`src/rtl/vrlr_pkg.sv`:
```
// ----------------------------------------------------------------------------
// vrlr_pkg
// Types and constants shared by the variable-rate linear resampler.
// ----------------------------------------------------------------------------
`default_nettype none

package vrlr_pkg;

  localparam int SAMPLE_W   = 16;
  localparam int DIFF_W     = 17;
  localparam int RATE_W     = 17;
  localparam int PHASE_W    = 18;
  localparam int FRAC_W     = 15;
  localparam int PROD_W     = 33;
  localparam int FRAC_SHIFT = 15;

  typedef logic signed [SAMPLE_W-1:0] sample_t;
  typedef logic signed [DIFF_W-1:0]   diff_t;
  typedef logic        [RATE_W-1:0]   rate_t;
  typedef logic        [PHASE_W-1:0]  phase_t;
  typedef logic        [FRAC_W-1:0]   frac_t;
  typedef logic signed [PROD_W-1:0]   prod_t;

  localparam rate_t  RATE_MIN     = 17'd32768;
  localparam rate_t  RATE_MAX     = 17'd98304;
  localparam rate_t  RATE_NEUTRAL = 17'd65536;
  localparam phase_t PHASE_ONE    = 18'd65536;
  localparam phase_t PHASE_LIMIT  = 18'd98304;
  localparam prod_t  TRUNC_ADJ    = 33'sd32767;

  typedef struct packed {
    sample_t prev;
    diff_t   diff;
  } work_t;

  function automatic rate_t clamp_rate(input rate_t value);
    rate_t result;
    result = value;
    if (value < RATE_MIN) begin
      result = RATE_MIN;
    end else if (value > RATE_MAX) begin
      result = RATE_MAX;
    end
    return result;
  endfunction

endpackage

`default_nettype wire

```
`src/rtl/vrlr_ifs.sv`:
```
// ----------------------------------------------------------------------------
// vrlr_ifs
// Valid/ready channels of the resampler: input samples, output samples and
// the rate register write port.
// ----------------------------------------------------------------------------
`default_nettype none

interface vrlr_in_if;
  logic              valid;
  logic              ready;
  vrlr_pkg::sample_t sample_in;
  modport source (output valid, output sample_in, input ready);
  modport sink   (input valid, input sample_in, output ready);
endinterface

interface vrlr_out_if;
  logic              valid;
  logic              ready;
  vrlr_pkg::sample_t sample_out;
  logic              last;
  modport source (output valid, output sample_out, output last, input ready);
  modport sink   (input valid, input sample_out, input last, output ready);
endinterface

interface vrlr_cfg_if;
  logic            valid;
  logic            ready;
  vrlr_pkg::rate_t requested_rate;
  modport source (output valid, output requested_rate, input ready);
  modport sink   (input valid, input requested_rate, output ready);
endinterface

`default_nettype wire

```
`src/rtl/vrlr_front.sv`:
```
// ----------------------------------------------------------------------------
// vrlr_front
// Accepts input samples, primes on the first one and queues the previous
// sample with the difference to the new one for the back end.
// ----------------------------------------------------------------------------
`default_nettype none

module vrlr_front (
  input  wire logic            clk,
  input  wire logic            rst_n,
  vrlr_in_if.sink              in_if,
  output vrlr_pkg::work_t      push_data,
  output logic                 push_valid,
  input  wire logic            push_ready
);
  import vrlr_pkg::*;

  sample_t prev_r;
  logic    have_prev_r;
  logic    accept;

  assign in_if.ready = have_prev_r ? push_ready : 1'b1;
  assign accept      = in_if.valid && in_if.ready;
  assign push_valid  = in_if.valid && have_prev_r;

  always_comb begin
    push_data.prev = prev_r;
    push_data.diff = DIFF_W'(in_if.sample_in) - DIFF_W'(prev_r);
  end

  always_ff @(posedge clk) begin
    if (!rst_n) begin
      have_prev_r <= 1'b0;
      prev_r      <= '0;
    end else if (accept) begin
      have_prev_r <= 1'b1;
      prev_r      <= in_if.sample_in;
    end
  end

endmodule

`default_nettype wire

```
`src/rtl/vrlr_queue.sv`:
```
// ----------------------------------------------------------------------------
// vrlr_queue
// Two-entry queue between the front and back ends.
// ----------------------------------------------------------------------------
`default_nettype none

module vrlr_queue (
  input  wire logic            clk,
  input  wire logic            rst_n,
  input  vrlr_pkg::work_t      push_data,
  input  wire logic            push_valid,
  output logic                 push_ready,
  output vrlr_pkg::work_t      pop_data,
  output logic                 pop_valid,
  input  wire logic            pop_ready
);
  import vrlr_pkg::*;

  work_t       entry_r [2];
  logic        wr_ptr_r;
  logic        rd_ptr_r;
  logic [1:0]  count_r;
  logic        do_push;
  logic        do_pop;

  assign push_ready = (count_r != 2'd2);
  assign pop_valid  = (count_r != 2'd0);
  assign pop_data   = entry_r[rd_ptr_r];
  assign do_push    = push_valid && push_ready;
  assign do_pop     = pop_valid && pop_ready;

  always_ff @(posedge clk) begin
    if (!rst_n) begin
      wr_ptr_r <= 1'b0;
      rd_ptr_r <= 1'b0;
      count_r  <= 2'd0;
    end else begin
      if (do_push) begin
        wr_ptr_r <= ~wr_ptr_r;
      end
      if (do_pop) begin
        rd_ptr_r <= ~rd_ptr_r;
      end
      if (do_push && !do_pop) begin
        count_r <= count_r + 2'd1;
      end else if (!do_push && do_pop) begin
        count_r <= count_r - 2'd1;
      end
    end
  end

  always_ff @(posedge clk) begin
    if (do_push) begin
      entry_r[wr_ptr_r] <= push_data;
    end
  end

endmodule

`default_nettype wire

```
`src/rtl/vrlr_back.sv`:
```
// ----------------------------------------------------------------------------
// vrlr_back
// Phase accumulator, rate slew and interpolation; emits one output sample
// per cycle into the output register while that register is free or being read.
// ----------------------------------------------------------------------------
`default_nettype none

module vrlr_back #(
  parameter int SLEW_STEP = 128
) (
  input  wire logic            clk,
  input  wire logic            rst_n,
  input  vrlr_pkg::work_t      pop_data,
  input  wire logic            pop_valid,
  output logic                 pop_ready,
  vrlr_cfg_if.sink             cfg_if,
  vrlr_out_if.source           out_if
);
  import vrlr_pkg::*;

  localparam logic ST_FIRST  = 1'b0;
  localparam logic ST_SECOND = 1'b1;
  localparam rate_t STEP     = RATE_W'(SLEW_STEP);

  logic    state_r;
  phase_t  phase_r;
  rate_t   cur_rate_r;
  rate_t   req_rate_r;
  logic    out_valid_r;
  sample_t out_sample_r;
  logic    out_last_r;

  logic    out_free;
  logic    below_one;
  logic    fire;
  logic    emit;
  logic    emit_last;
  rate_t   gap;
  rate_t   rate_nxt;
  phase_t  phase_sum;
  phase_t  wrap_src;
  phase_t  phase_wrapped;
  phase_t  phase_nxt;
  frac_t   frac;
  prod_t   prod;
  prod_t   prod_adj;
  prod_t   quot;
  sample_t sample_nxt;

  assign cfg_if.ready = 1'b1;

  assign out_if.valid      = out_valid_r;
  assign out_if.sample_out = out_sample_r;
  assign out_if.last       = out_last_r;

  always_comb begin
    out_free  = !out_valid_r || out_if.ready;
    below_one = (phase_r < PHASE_ONE);
    fire      = pop_valid && (!below_one || out_free);
    emit      = fire && below_one;

    rate_nxt = cur_rate_r;
    gap      = '0;
    if (cur_rate_r < req_rate_r) begin
      gap      = req_rate_r - cur_rate_r;
      rate_nxt = cur_rate_r + ((gap < STEP) ? gap : STEP);
    end else if (cur_rate_r > req_rate_r) begin
      gap      = cur_rate_r - req_rate_r;
      rate_nxt = cur_rate_r - ((gap < STEP) ? gap : STEP);
    end

    phase_sum = phase_r + PHASE_W'(rate_nxt);
    emit_last = (state_r == ST_SECOND) || (phase_sum >= PHASE_ONE);

    wrap_src      = below_one ? phase_sum : phase_r;
    phase_wrapped = (wrap_src >= PHASE_ONE) ? (wrap_src - PHASE_ONE) : '0;
    phase_wrapped = {1'b0, phase_wrapped[PHASE_W-2:0]};

    if (below_one && !emit_last) begin
      phase_nxt = phase_sum;
    end else begin
      phase_nxt = phase_wrapped;
    end

    pop_ready = fire && (!below_one || emit_last);

    frac       = phase_r[FRAC_W:1];
    prod       = PROD_W'(pop_data.diff) * PROD_W'($signed({1'b0, frac}));
    prod_adj   = prod[PROD_W-1] ? (prod + TRUNC_ADJ) : prod;
    quot       = prod_adj >>> FRAC_SHIFT;
    sample_nxt = pop_data.prev + SAMPLE_W'(quot);
  end

  always_ff @(posedge clk) begin
    if (!rst_n) begin
      state_r     <= ST_FIRST;
      phase_r     <= '0;
      cur_rate_r  <= RATE_NEUTRAL;
      req_rate_r  <= RATE_NEUTRAL;
      out_valid_r <= 1'b0;
    end else begin
      if (cfg_if.valid) begin
        req_rate_r <= clamp_rate(cfg_if.requested_rate);
      end
      if (fire) begin
        phase_r <= phase_nxt;
        if (emit) begin
          cur_rate_r <= rate_nxt;
        end
        case (state_r)
          ST_FIRST: begin
            if (emit && !emit_last) begin
              state_r <= ST_SECOND;
            end
          end
          ST_SECOND: begin
            state_r <= ST_FIRST;
          end
          default: begin
            state_r <= ST_FIRST;
          end
        endcase
      end
      if (emit) begin
        out_valid_r <= 1'b1;
      end else if (out_if.ready) begin
        out_valid_r <= 1'b0;
      end
    end
  end

  always_ff @(posedge clk) begin
    if (emit) begin
      out_sample_r <= sample_nxt;
      out_last_r   <= emit_last;
    end
  end

  assert property (@(posedge clk) disable iff (!rst_n)
    (cur_rate_r >= RATE_MIN) && (cur_rate_r <= RATE_MAX))
    else $error("Current rate left the range 0.5 to 1.5.");

  assert property (@(posedge clk) disable iff (!rst_n)
    (state_r == ST_FIRST) |-> (phase_r < PHASE_LIMIT))
    else $error("Phase between inputs reached 1.5.");

  assert property (@(posedge clk) disable iff (!rst_n)
    (state_r == ST_SECOND) |-> (pop_valid && (phase_r < PHASE_ONE)))
    else $error("Second output pending without a queued item below phase 1.0.");

  assert property (@(posedge clk) disable iff (!rst_n)
    (out_valid_r && !out_if.ready) |-> !emit)
    else $error("Output register overwritten while a transfer is pending.");

endmodule

`default_nettype wire

```
`src/rtl/variable_rate_linear_resampler.sv`:
```
// ----------------------------------------------------------------------------
// variable_rate_linear_resampler
// Linear interpolation resampler with a slewed playback rate.
// ----------------------------------------------------------------------------
// The front end takes one input sample per cycle into a two-entry queue while
// the queue has room; the first sample after reset only primes the block and
// yields no output. The back end takes each queued input in turn, makes up
// to two output samples from it or none, and pops it only when it is through
// with it, so the sustained rate is set by that single interpolation unit.
// Each output is held in the output register. The rate register may be
// written only while no input is in flight.
// ----------------------------------------------------------------------------
`default_nettype none

module variable_rate_linear_resampler #(
  parameter int SLEW_STEP = 128
) (
  input  wire logic  clk,
  input  wire logic  rst_n,
  vrlr_in_if.sink    in_if,
  vrlr_cfg_if.sink   cfg_if,
  vrlr_out_if.source out_if
);
  import vrlr_pkg::*;

  work_t push_data;
  logic  push_valid;
  logic  push_ready;
  work_t pop_data;
  logic  pop_valid;
  logic  pop_ready;

  vrlr_front u_front (
    .clk        (clk),
    .rst_n      (rst_n),
    .in_if      (in_if),
    .push_data  (push_data),
    .push_valid (push_valid),
    .push_ready (push_ready)
  );

  vrlr_queue u_queue (
    .clk        (clk),
    .rst_n      (rst_n),
    .push_data  (push_data),
    .push_valid (push_valid),
    .push_ready (push_ready),
    .pop_data   (pop_data),
    .pop_valid  (pop_valid),
    .pop_ready  (pop_ready)
  );

  vrlr_back #(
    .SLEW_STEP (SLEW_STEP)
  ) u_back (
    .clk       (clk),
    .rst_n     (rst_n),
    .pop_data  (pop_data),
    .pop_valid (pop_valid),
    .pop_ready (pop_ready),
    .cfg_if    (cfg_if),
    .out_if    (out_if)
  );

endmodule

`default_nettype wire

```
`src/flat_wrapper.sv`:
```
// flat-port wrapper written by rule: the top's interface ports become plain ports
module variable_rate_linear_resampler_flat import vrlr_pkg::*;
#(
  parameter int SLEW_STEP = 128
)
  (clk, rst_n, in_if_valid, in_if_sample_in, in_if_ready, cfg_if_valid, cfg_if_requested_rate, cfg_if_ready, out_if_valid, out_if_sample_out, out_if_last, out_if_ready);
  vrlr_in_if in_if_i ();
  vrlr_cfg_if cfg_if_i ();
  vrlr_out_if out_if_i ();
  input  wire logic clk;
  input  wire logic rst_n;
  input wire logic [$bits(in_if_i.valid)-1:0] in_if_valid;
  input wire logic [$bits(in_if_i.sample_in)-1:0] in_if_sample_in;
  output wire logic [$bits(in_if_i.ready)-1:0] in_if_ready;
  input wire logic [$bits(cfg_if_i.valid)-1:0] cfg_if_valid;
  input wire logic [$bits(cfg_if_i.requested_rate)-1:0] cfg_if_requested_rate;
  output wire logic [$bits(cfg_if_i.ready)-1:0] cfg_if_ready;
  output wire logic [$bits(out_if_i.valid)-1:0] out_if_valid;
  output wire logic [$bits(out_if_i.sample_out)-1:0] out_if_sample_out;
  output wire logic [$bits(out_if_i.last)-1:0] out_if_last;
  input wire logic [$bits(out_if_i.ready)-1:0] out_if_ready;
  assign in_if_i.valid = in_if_valid;
  assign in_if_i.sample_in = in_if_sample_in;
  assign in_if_ready = in_if_i.ready;
  assign cfg_if_i.valid = cfg_if_valid;
  assign cfg_if_i.requested_rate = cfg_if_requested_rate;
  assign cfg_if_ready = cfg_if_i.ready;
  assign out_if_valid = out_if_i.valid;
  assign out_if_sample_out = out_if_i.sample_out;
  assign out_if_last = out_if_i.last;
  assign out_if_i.ready = out_if_ready;
  variable_rate_linear_resampler #(.SLEW_STEP(SLEW_STEP)) u_core (.clk(clk), .rst_n(rst_n), .in_if(in_if_i), .cfg_if(cfg_if_i), .out_if(out_if_i));
endmodule
```
`config.mk`:
```
export PLATFORM = sky130hd
export DESIGN_NAME = variable_rate_linear_resampler_flat
export DESIGN_NICKNAME = d
export VERILOG_FILES = /design/src/rtl/vrlr_pkg.sv /design/src/rtl/vrlr_ifs.sv /design/src/rtl/vrlr_front.sv /design/src/rtl/vrlr_queue.sv /design/src/rtl/vrlr_back.sv /design/src/rtl/variable_rate_linear_resampler.sv /design/src/flat_wrapper.sv
export SDC_FILE = /design/constraint.sdc
export NUM_CORES = 1
export LEC_CHECK = 0
export BUFFER_PORTS_ARGS = -buffer_cell sky130_fd_sc_hd__buf_2
export CORE_AREA = 2 2 237 215
export CTS_BUF_LIST = sky130_fd_sc_hd__clkbuf_2 sky130_fd_sc_hd__clkbuf_4 sky130_fd_sc_hd__clkbuf_8
export CTS_CLUSTER_SIZE = 28
export DETAILED_ROUTE_END_ITERATION = 8
export DIE_AREA = 0 0 239 217
export GPL_TIMING_DRIVEN = 0
export PLACE_DENSITY = 0.71
export SYNTH_ARGS = -nofsm -noshare
export SYNTH_HDL_FRONTEND = slang
export SYNTH_SLANG_ARGS = --single-unit
```
`constraint.sdc`:
```
create_clock -name clk -period 22.3 [get_ports clk]
set_input_delay 4.46 -clock clk [delete_from_list [all_inputs] [get_ports clk]]
set_output_delay 4.46 -clock clk [all_outputs]
set_load 0.05 [all_outputs]
```
---- After elaboration in Yosys (flattened, before gate mapping) ----
Memory sizes are Yosys's and may differ from the RTL's. A register that Yosys moved wholly into a read port is not among the register bits.
Index checks and enable logic that the tools add are counted.
storage, ports and cells
  memories kept ........................... 1
  register bits ........................... 92
  input port bits ......................... 38
  output and inout bits ................... 20
  RAM bits ................................ 66
operators by class
  equal/unequal tests ..................... 1
  $add $sub $neg .......................... 11
  $mul .................................... 1
  bitwise logic cells ..................... 3
  reductions and logical operators ........ 24
  order comparisons ....................... 9
  muxes and demuxes ....................... 21
memories
  memory                  words  bits a word  read ports  clocked after Yosys merged registers in  wr ports  line              RTL
  u_core.u_queue.entry_r  2      33           1           1                                        1         vrlr_queue.sv:19  work_t entry_r [2];
operators by type and width
  kind                                                                            number
  17-bit 2-to-1 mux                                                               7
  17-bit subtractor                                                               3
  18-bit by 17-bit >= comparator with 1-bit output, second input constant         2
  18-bit 2-to-1 mux                                                               2
  17-bit by 8-bit less-than comparator with 1-bit output, second input constant   2
  17-bit by 16-bit multiplier with 33-bit output                                  1
  31-bit by 16-bit adder with 31-bit output, second input constant                1
  31-bit 2-to-1 mux                                                               1
  18-bit by 17-bit adder with 18-bit output                                       1
  18-bit by 17-bit less-than comparator with 1-bit output, second input constant  1
  17-bit adder                                                                    1
  17-bit greater-than comparator                                                  1
  17-bit greater-than comparator, second input constant                           1
  17-bit by 16-bit less-than comparator with 1-bit output, second input constant  1
  17-bit less-than comparator                                                     1
  16-bit by 16-bit subtractor with 17-bit output                                  1
  17-bit subtractor, second input constant                                        1
  16-bit adder                                                                    1
  1-bit logical AND                                                               11
  1-bit 2-to-1 mux                                                                8
  2-bit nonzero test                                                              3
  1-bit logical NOT                                                               5
  1-bit logical OR                                                                4
  2-bit 2-to-1 mux                                                                2
  other kinds (6)                                                                 8

---- Depth between registers and ports, before layout ----
Gate-level depths: netlist (run 1).
  word-level depth ........................ 15
  gate-level depth with buffers ........... 42

---- Cells and area by module ----
From an unflattened synthesis (run 1), not the netlist that was laid out.
unflattened totals
  cells, all modules ...................... 2424
  area, all modules ....................... 21683.3 µm²
modules (own cells, without submodules)
  module      area each (µm²)  times used  cells each
  vrlr_back   17596.9          1           2112
  vrlr_queue  2616.3           1           127
  vrlr_front  1470.2           1           185

---- Worst setup path before layout (run 1) ----
Ideal clock, no wire load.
  path kind ............................... register to register
  from .................................... register (tool-made name)
  to ...................................... register u_core.u_back.out_sample_r[14] (netlist: u_core.u_back.out_if.sample_out[14]) (data pin)
  arrival time ............................ 9.503 ns
  cell stages (with the launch flop) ...... 37
  path slack .............................. 12.635 ns
  setup time .............................. 0.162 ns
  path through ............................ dfxtp_1 -> clkbuf_1 -> clkbuf_1 -> mux2_2 -> clkbuf_1 -> nand2_1 -> inv_1 -> fa_1 -> fa_1 -> fa_1 -> fa_1 -> inv_1 -> fa_1 -> fa_1 -> inv_1 -> ha_1 -> or2_2 -> a21oi_1 -> a21oi_1 -> a2111oi_1 -> o21ai_1 -> xnor2_1 -> nor3_2 -> xor2_1 -> inv_1 -> fa_1 -> nor2b_1 -> o21ai_0 -> a21boi_0 -> o21ai_0 -> a21boi_0 -> o21ai_0 -> a21boi_0 -> o21ai_0 -> a21oi_1 -> mux2_2 -> o2111ai_1
RTL lines
  what                  line              RTL
  end signal, assigned  vrlr_back.sv:134  out_sample_r <= sample_nxt;
  end, declared         vrlr_back.sv:30   sample_t out_sample_r;

==> impl_metrics.env, run 1 <==
export IMPL_outcome="finished, final reports clean"
export IMPL_cts_setup_buffers=0
export IMPL_yosys_most_used_dff="edfxtp_1"
export IMPL_die_height_um=217
export IMPL_max_freq_mhz=85.63
export IMPL_muxShareOfSynthArea_pct=2.515
export IMPL_hpwlAfterDp_mm=48.54
export IMPL_floorplan_core_area_um2=49770
export IMPL_layout_min_cycle_time_ps=11680
export IMPL_holdBufCountCts=0
export IMPL_mostFrequentLayoutCell="inv_1"
export IMPL_routed_via_density=5.608
export IMPL_count_of_final_max_slew_check_failures=0
export IMPL_worst_tran_pin_value_ps=1170
export IMPL_holdWs_ps=496.6
export IMPL_drive_above_1_share_pct=6.815
export IMPL_avgSynthCellArea_um2=8.783
export IMPL_postSynth_asyncResetShare_pct=0
export IMPL_worst_ep_required_time_ps=22640
export IMPL_drc_markers=0
export IMPL_synth_compound_area_share_pct=13.87
export IMPL_grt_setup_unrepaired="false"
export IMPL_pin_count_of_the_biggest_net_entering_global_routing=34
export IMPL_grt_overflow_total=0
export IMPL_place_port_buffers=56
export IMPL_cts_root_buffer="clkbuf_8"
export IMPL_synth_top_cell_area_share_pct=24.17
export IMPL_numCtsBuffers=17
export IMPL_post_cts_resize_count=0
export IMPL_post_route_cell_area_um2=23600
export IMPL_setup_viol=0
export IMPL_grtUsageTotal_pct=23.20
export IMPL_dpl_cell_area_um2=23180
export IMPL_cts_tree="yes"
export IMPL_timing_critical_path_mode_cell="fa_1"
export IMPL_syn_area_um2=22040
export IMPL_cts_reportedPaths_clkPinSlew_ps=100
export IMPL_cts_num_sinks=159
export IMPL_maxSlewHeadroom_pct=21.37
export IMPL_max_stage_delay_ps=800
export IMPL_synth_enable_flop_cells=83
export IMPL_yosys_cell_types_count=91
export IMPL_synth_area_leader_cell="fa_1"
export IMPL_gp_congestion=0.9456
export IMPL_detail_route_wirelength_mm=59.29
export IMPL_yosys_area_share_xor_xnor_pct=4.571
export IMPL_clk_path_buf_depth=2
export IMPL_worst_skew_pair_late_latency_ps=510
export IMPL_cp_start_kind="register"
export IMPL_ys_warn_count=0
export IMPL_grt_pass1_wl_mm=95.05
export IMPL_cp_arrival_ps=12020
export IMPL_yosysSeqAreaShare_pct=18.21
export IMPL_synth_simple_gate_area_share_pct=16.71
export IMPL_first_global_vias=18070
export IMPL_area_delta_synth_final_pct=7.086
export IMPL_synth_seq_cells=159
export IMPL_tns_ps=0
export IMPL_dr_first_iter_drc_count=1312
export IMPL_initial_utilization_pct=44.27
export IMPL_min_path_type="reg -> reg"
export IMPL_critPathCaptureType="register"
export IMPL_netlist_instances=2509
export IMPL_routedWlPerCell_um=18.23
export IMPL_nNetsFinal=3099
export IMPL_die_width_um=239
export IMPL_detail_route_antenna_nets=0
export IMPL_synth_top_family_by_area="adder cells"
export IMPL_grt_antenna_before_repair=1
export IMPL_synth_top_cells_by_area="fa_1, edfxtp_1, ha_1"
export IMPL_final_cell_mix="inv_1, nand2_1, fa_1, ha_1, nor2_1"
export IMPL_fp_dieArea_um2=51860
export IMPL_dr_total_vias=18240
export IMPL_worstSetupPathType="reg -> reg"
export IMPL_timing_critical_path_fanout_max=10
export IMPL_row_count=78
export IMPL_finClkSkew_ps=16.04
export IMPL_fin_crit_sh_pct=52.37
export IMPL_boundaryPins=58
export IMPL_max_cap_violations=0
export IMPL_critical_path_slowest_cell="fa_1"
export IMPL_timing_final_hold_violations=0
export IMPL_drtPass1Iterations=6
export IMPL_cts_htree_levels=4
export IMPL_synth_fa_ha_area_share_pct=35.29
export IMPL_insertedDiodeCount=0
[kinds of logic after synthesis]
kind of cell / Yosys count
other cells: 2
fa+ha+maj: 462
xor+xnor: 115
buf+inv: 505
mux: 51
simple gates: 758
compound gates: 457
flops: 159
[worst paths after layout]
path                                              startpoint                                   to  slack [ps]  cells after the start
worst min register to register  u_core.u_back.req_rate_r[16]         u_core.u_back.req_rate_r[16]         500                      2
worst max-delay path                                register  u_core.u_back.out_if.sample_out[14]       10620                     37
worst min-delay path            u_core.u_back.req_rate_r[16]         u_core.u_back.req_rate_r[16]         500                      2
worst max register to register                      register  u_core.u_back.out_if.sample_out[14]       10620                     37
[cells in the mapped netlist (all sizes together), types with 11 or more instances]
master   count
nor3        33
or3         15
nand3       35
a21boi      11
nor4        12
nand4       20
o21ai       90
nand2b      14
o31ai       11
xor2        35
and3        19
nand2      269
dfxtp       76
a21oi      139
edfxtp      83
o21bai      13
a31oi       11
a22o        13
and2       132
clkbuf      70
buf         22
mux2        35
fa         266
a211oi      23
mux2i       16
a2bb2oi     15
o21a        15
ha         196
nor2       160
xnor2       80
a21o        40
nor2b       21
inv        413
[sequential cells by signal (all words and copies together), names as in the netlist, 2 cells and up, named ones only]
register,cells
u_core.u_queue.count_r,2
u_core.u_queue.entry_r,66
u_core.u_front.prev_r,16
u_core.u_back.cur_rate_r,17
u_core.u_back.req_rate_r,17
u_core.u_back.out_if.sample_out,16
u_core.u_back.phase_r,18
[worst max-delay path: cells and delay by family, from the launching register on]
kind,cells,cell delay [ps]
muxes,2,840
buffers and inverters,7,1370
and+or+nand+nor,5,1090
adders and majority gates,8,4280
DFF,1,320
AOI/OAI and AO/OA,13,2990
xor gates and xnor gates,2,600
[per-stage QoR]
step                      util [%]  worst slack, ps  std cells
after global placement       46.56            10980       3220
after detailed placement     46.58            10790       3220
after floorplan                  -            12630       2524
after global routing         47.41             9965       3252
final                        47.41            10620       3252
after CTS                    47.41            10730       3252
[metal layers]
metal | vias to the layer above | global-route usage, % | wire [um]
li1 | 8411 | - | -
met1 | 8996 | 32.86 | 26290
met2 | 717 | 36.56 | 26830
met3 | 114 | 3.564 | 4474
met4 | 0 | 7.208 | 1699
met5 | - | 0 | 0
[final cells by class]
type                    instances  area [um2]
repair buffers                 56       280.3
plain buffers                  92       387.9
fillers                      4749       26180
inverters                     413        1550
multi-input cells            1860       16150
well taps                     640       800.8
clock buffers                  18       241.5
clock inverters                14       172.7
flip-flops and latches        159        4014
Power of run 1 is not shown: default switching activity piles up to over one toggle a cycle in this logic, so the estimate is an artifact.
==> run 2, diff against run 1 <==
--- a/config.mk
+++ b/config.mk
@@ -5,14 +5,15 @@
 export SDC_FILE = /design/constraint.sdc
 export NUM_CORES = 1
 export LEC_CHECK = 0
+export ABC_AREA = 1
 export BUFFER_PORTS_ARGS = -buffer_cell sky130_fd_sc_hd__buf_2
-export CORE_AREA = 2 2 237 215
+export CORE_AREA = 2 2 237 216
 export CTS_BUF_LIST = sky130_fd_sc_hd__clkbuf_2 sky130_fd_sc_hd__clkbuf_4 sky130_fd_sc_hd__clkbuf_8
 export CTS_CLUSTER_SIZE = 28
 export DETAILED_ROUTE_END_ITERATION = 8
-export DIE_AREA = 0 0 239 217
+export DIE_AREA = 0 0 239 218
 export GPL_TIMING_DRIVEN = 0
-export PLACE_DENSITY = 0.71
+export PLACE_DENSITY = 0.73
 export SYNTH_ARGS = -nofsm -noshare
 export SYNTH_HDL_FRONTEND = slang
 export SYNTH_SLANG_ARGS = --single-unit
==> constraint.sdc (replaced) <==
create_clock -name clk -period 9.6 [get_ports clk]
set_input_delay 1.92 -clock clk [delete_from_list [all_inputs] [get_ports clk]]
set_output_delay 1.92 -clock clk [all_outputs]
set_load 0.05 [all_outputs]
==> impl_metrics.env, run 2 <==
export IMPL_cp_arrival_ps=9430
export IMPL_critical_path_slowest_cell="fa_1"
export IMPL_pin_count_of_the_biggest_net_entering_global_routing=33
export IMPL_worstSetupPathType="reg -> reg"
export IMPL_detail_route_antenna_nets=0
export IMPL_insertedDiodeCount=0
export IMPL_maxSlewHeadroom_pct=29.59
export IMPL_cts_tree="yes"
export IMPL_dpl_cell_area_um2=23270
export IMPL_worst_tran_pin_value_ps=1053
export IMPL_yosysSeqAreaShare_pct=18.18
export IMPL_syn_area_um2=22080
export IMPL_place_port_buffers=56
export IMPL_dr_total_vias=18850
export IMPL_synth_seq_cells=159
export IMPL_die_height_um=218
export IMPL_critPathCaptureType="register"
export IMPL_muxShareOfSynthArea_pct=0.04533
export IMPL_timing_critical_path_fanout_max=10
export IMPL_area_delta_synth_final_pct=8.760
export IMPL_postSynth_asyncResetShare_pct=0
export IMPL_synth_compound_area_share_pct=10.32
export IMPL_grt_pass1_wl_mm=94.09
export IMPL_grtUsageTotal_pct=22.90
export IMPL_reg_largest_list="u_core.u_queue.entry_r x66, u_core.u_back.phase_r x18"
export IMPL_initial_utilization_pct=44.36
export IMPL_numCtsBuffers=17
export IMPL_yosys_cell_types_count=63
export IMPL_avgSynthCellArea_um2=7.688
export IMPL_layout_min_cycle_time_ps=9161
export IMPL_row_count=78
export IMPL_synth_top_cells_by_area="fa_1, edfxtp_1, ha_1"
export IMPL_synth_top_cell_area_share_pct=24.12
export IMPL_hold_path_cell_count=1
export IMPL_setup_viol=0
export IMPL_min_path_type="reg -> reg"
export IMPL_worst_ep_required_time_ps=9860
export IMPL_timing_final_hold_violations=0
export IMPL_detail_route_wirelength_mm=57.46
export IMPL_synth_fa_ha_area_share_pct=35.22
export IMPL_nNetsFinal=3474
export IMPL_routed_via_density=5.197
export IMPL_max_flop_register="u_core.u_queue.entry_r"
export IMPL_first_global_vias=18430
export IMPL_boundaryPins=58
export IMPL_flip_flop_count_of_the_largest_register_after_layout=66
export IMPL_yosys_most_used_dff="edfxtp_1"
export IMPL_max_cap_violations=0
export IMPL_yosys_area_share_xor_xnor_pct=4.034
export IMPL_count_of_final_max_slew_check_failures=0
export IMPL_cts_num_sinks=159
export IMPL_floorplan_core_area_um2=49770
export IMPL_cts_root_buffer="clkbuf_8"
export IMPL_max_stage_delay_ps=560
export IMPL_synth_top_cells_by_count="nand2_1, inv_1, fa_1, nor2_1, a21oi_1"
export IMPL_finClkSkew_ps=22.45
export IMPL_synth_most_common_cell="nand2_1"
export IMPL_ys_warn_count=0
export IMPL_synth_top_family_by_area="adder cells"
export IMPL_grt_overflow_total=0
export IMPL_cts_htree_levels=4
export IMPL_gp_congestion=0.9603
export IMPL_timing_reg2reg_worst_path_depth=44
export IMPL_drive_above_1_share_pct=9.173
export IMPL_clk_path_buf_depth=2
export IMPL_synth_simple_gate_area_share_pct=20.90
export IMPL_mostFrequentLayoutCell="nand2_1"
export IMPL_final_cell_mix="nand2_1, inv_1, fa_1, nor2_1, a21oi_1"
export IMPL_dr_first_iter_drc_count=1518
export IMPL_fp_dieArea_um2=52100
export IMPL_worst_r2r_endpoint="u_core.u_back.out_if.sample_out[15]"
export IMPL_fin_crit_sh_pct=95.43
export IMPL_post_route_cell_area_um2=24020
export IMPL_grt_antenna_before_repair=0
export IMPL_worst_skew_pair_late_latency_ps=490
export IMPL_outcome="finished, final reports clean"
export IMPL_synth_enable_flop_cells=83
export IMPL_hpwlAfterDp_mm=47.48
export IMPL_worst_hold_startpoint="u_core.u_queue.rd_ptr_r"
export IMPL_cp_start_kind="register"
export IMPL_internal_reg_to_reg_setup_slack_ps=440
export IMPL_netlist_instances=2872
export IMPL_cts_reportedPaths_clkPinSlew_ps=110
export IMPL_die_width_um=239
export IMPL_routedWlPerCell_um=15.84
export IMPL_drc_markers=0
export IMPL_max_freq_mhz=109.2
export IMPL_timing_critical_path_mode_cell="nand2_1"
export IMPL_synth_area_leader_cell="fa_1"
export IMPL_drtPass1Iterations=5
run 2: cell count changes in the layout (fill, tap and decap cells not counted), sizes merged, moves of 43 or more:
cell / change
a21oi: +89
inv: +176
nor2: +104
nand2: +346
and2: -131
nand3: +72
xnor2: -43
run 2: critical path: cells and delay by family (launching register included):
| kind | cells | cell delay [ps] |
|---|---|---|
| adder cells (fa/ha/maj) | 8 | 3540 |
| AO/OA/AOI/OAI | 11 | 2080 |
| AND/OR/NAND/NOR | 15 | 1650 |
| buffers and inverters | 8 | 780 |
| XOR/XNOR | 2 | 480 |
| flip-flops | 1 | 400 |
run 2: area by class of cell:
type / count / area (um2)
repair buffers: 68 / 395.4
clock inverters: 15 / 202.7
fillers: 4873 / 25760
well taps: 640 / 800.8
inverters: 594 / 2260
multi-input cells: 2076 / 15830
plain buffers: 58 / 277.8
flip-flops and latches: 159 / 4018
clock buffers: 17 / 234.0
run 2: kinds of logic after synthesis:
family                   count (synthesis)
AND/OR/NAND/NOR                       1082
XOR/XNOR                               100
flip-flops                             159
multiplexers                             1
AO/OA/AOI/OAI                          414
buffers and inverters                  652
other                                    2
adder cells (fa/ha/maj)                462
run 2: repair_timing:
item / 4_1_cts / 5_1_grt
gates resized for setup: 37 / 53
setup endpoints to repair: 6 / 6
pin swaps: 1 / 4
setup buffers: 1 / 9
hold buffers: 0 / 0
run 2: stage by stage:
step,instances,setup TNS [ps],setup slack [ps],hold WS [ps],util [%]
2_1_floorplan,2887,0,932.5,425.6,-
3_3_place_gp,3583,-1859,-795.0,431.9,46.65
3_5_place_dp,3585,-2090,-837.9,440.8,46.76
4_1_cts,3618,0,21.06,465.6,47.82
5_1_grt,3627,-18.97,-18.97,476.3,48.25
6_report,3627,0,438.7,463.8,48.25
run 2: how the worst max path moves through the flow:
stage / startpoint / endpoint / slack, ps / cells past startpoint
after CTS: register / u_core.u_back.out_if.sample_out[15] / 20 / 46
after floorplan: register / u_core.u_back.out_if.sample_out[15] / 930 / 45
final: register / u_core.u_back.out_if.sample_out[15] / 440 / 44
after detailed placement: register / u_core.u_back.out_if.sample_out[15] / -840 / 46
after global routing: register / u_core.u_back.out_if.sample_out[15] / -20 / 44
after global placement: register / u_core.u_back.out_if.sample_out[15] / -790 / 46
run 2: per-layer routing:
layer / part of all wire [%] / global-route usage (%) / vias up
met5: 0 / 0 / -
met4: 2.3 / 5.521 / 0
met3: 8.4 / 4.886 / 90
met2: 45 / 36.56 / 650
met1: 45 / 31.75 / 8967
li1: - / - / 9144
Power of run 2 is left out for the same reason.
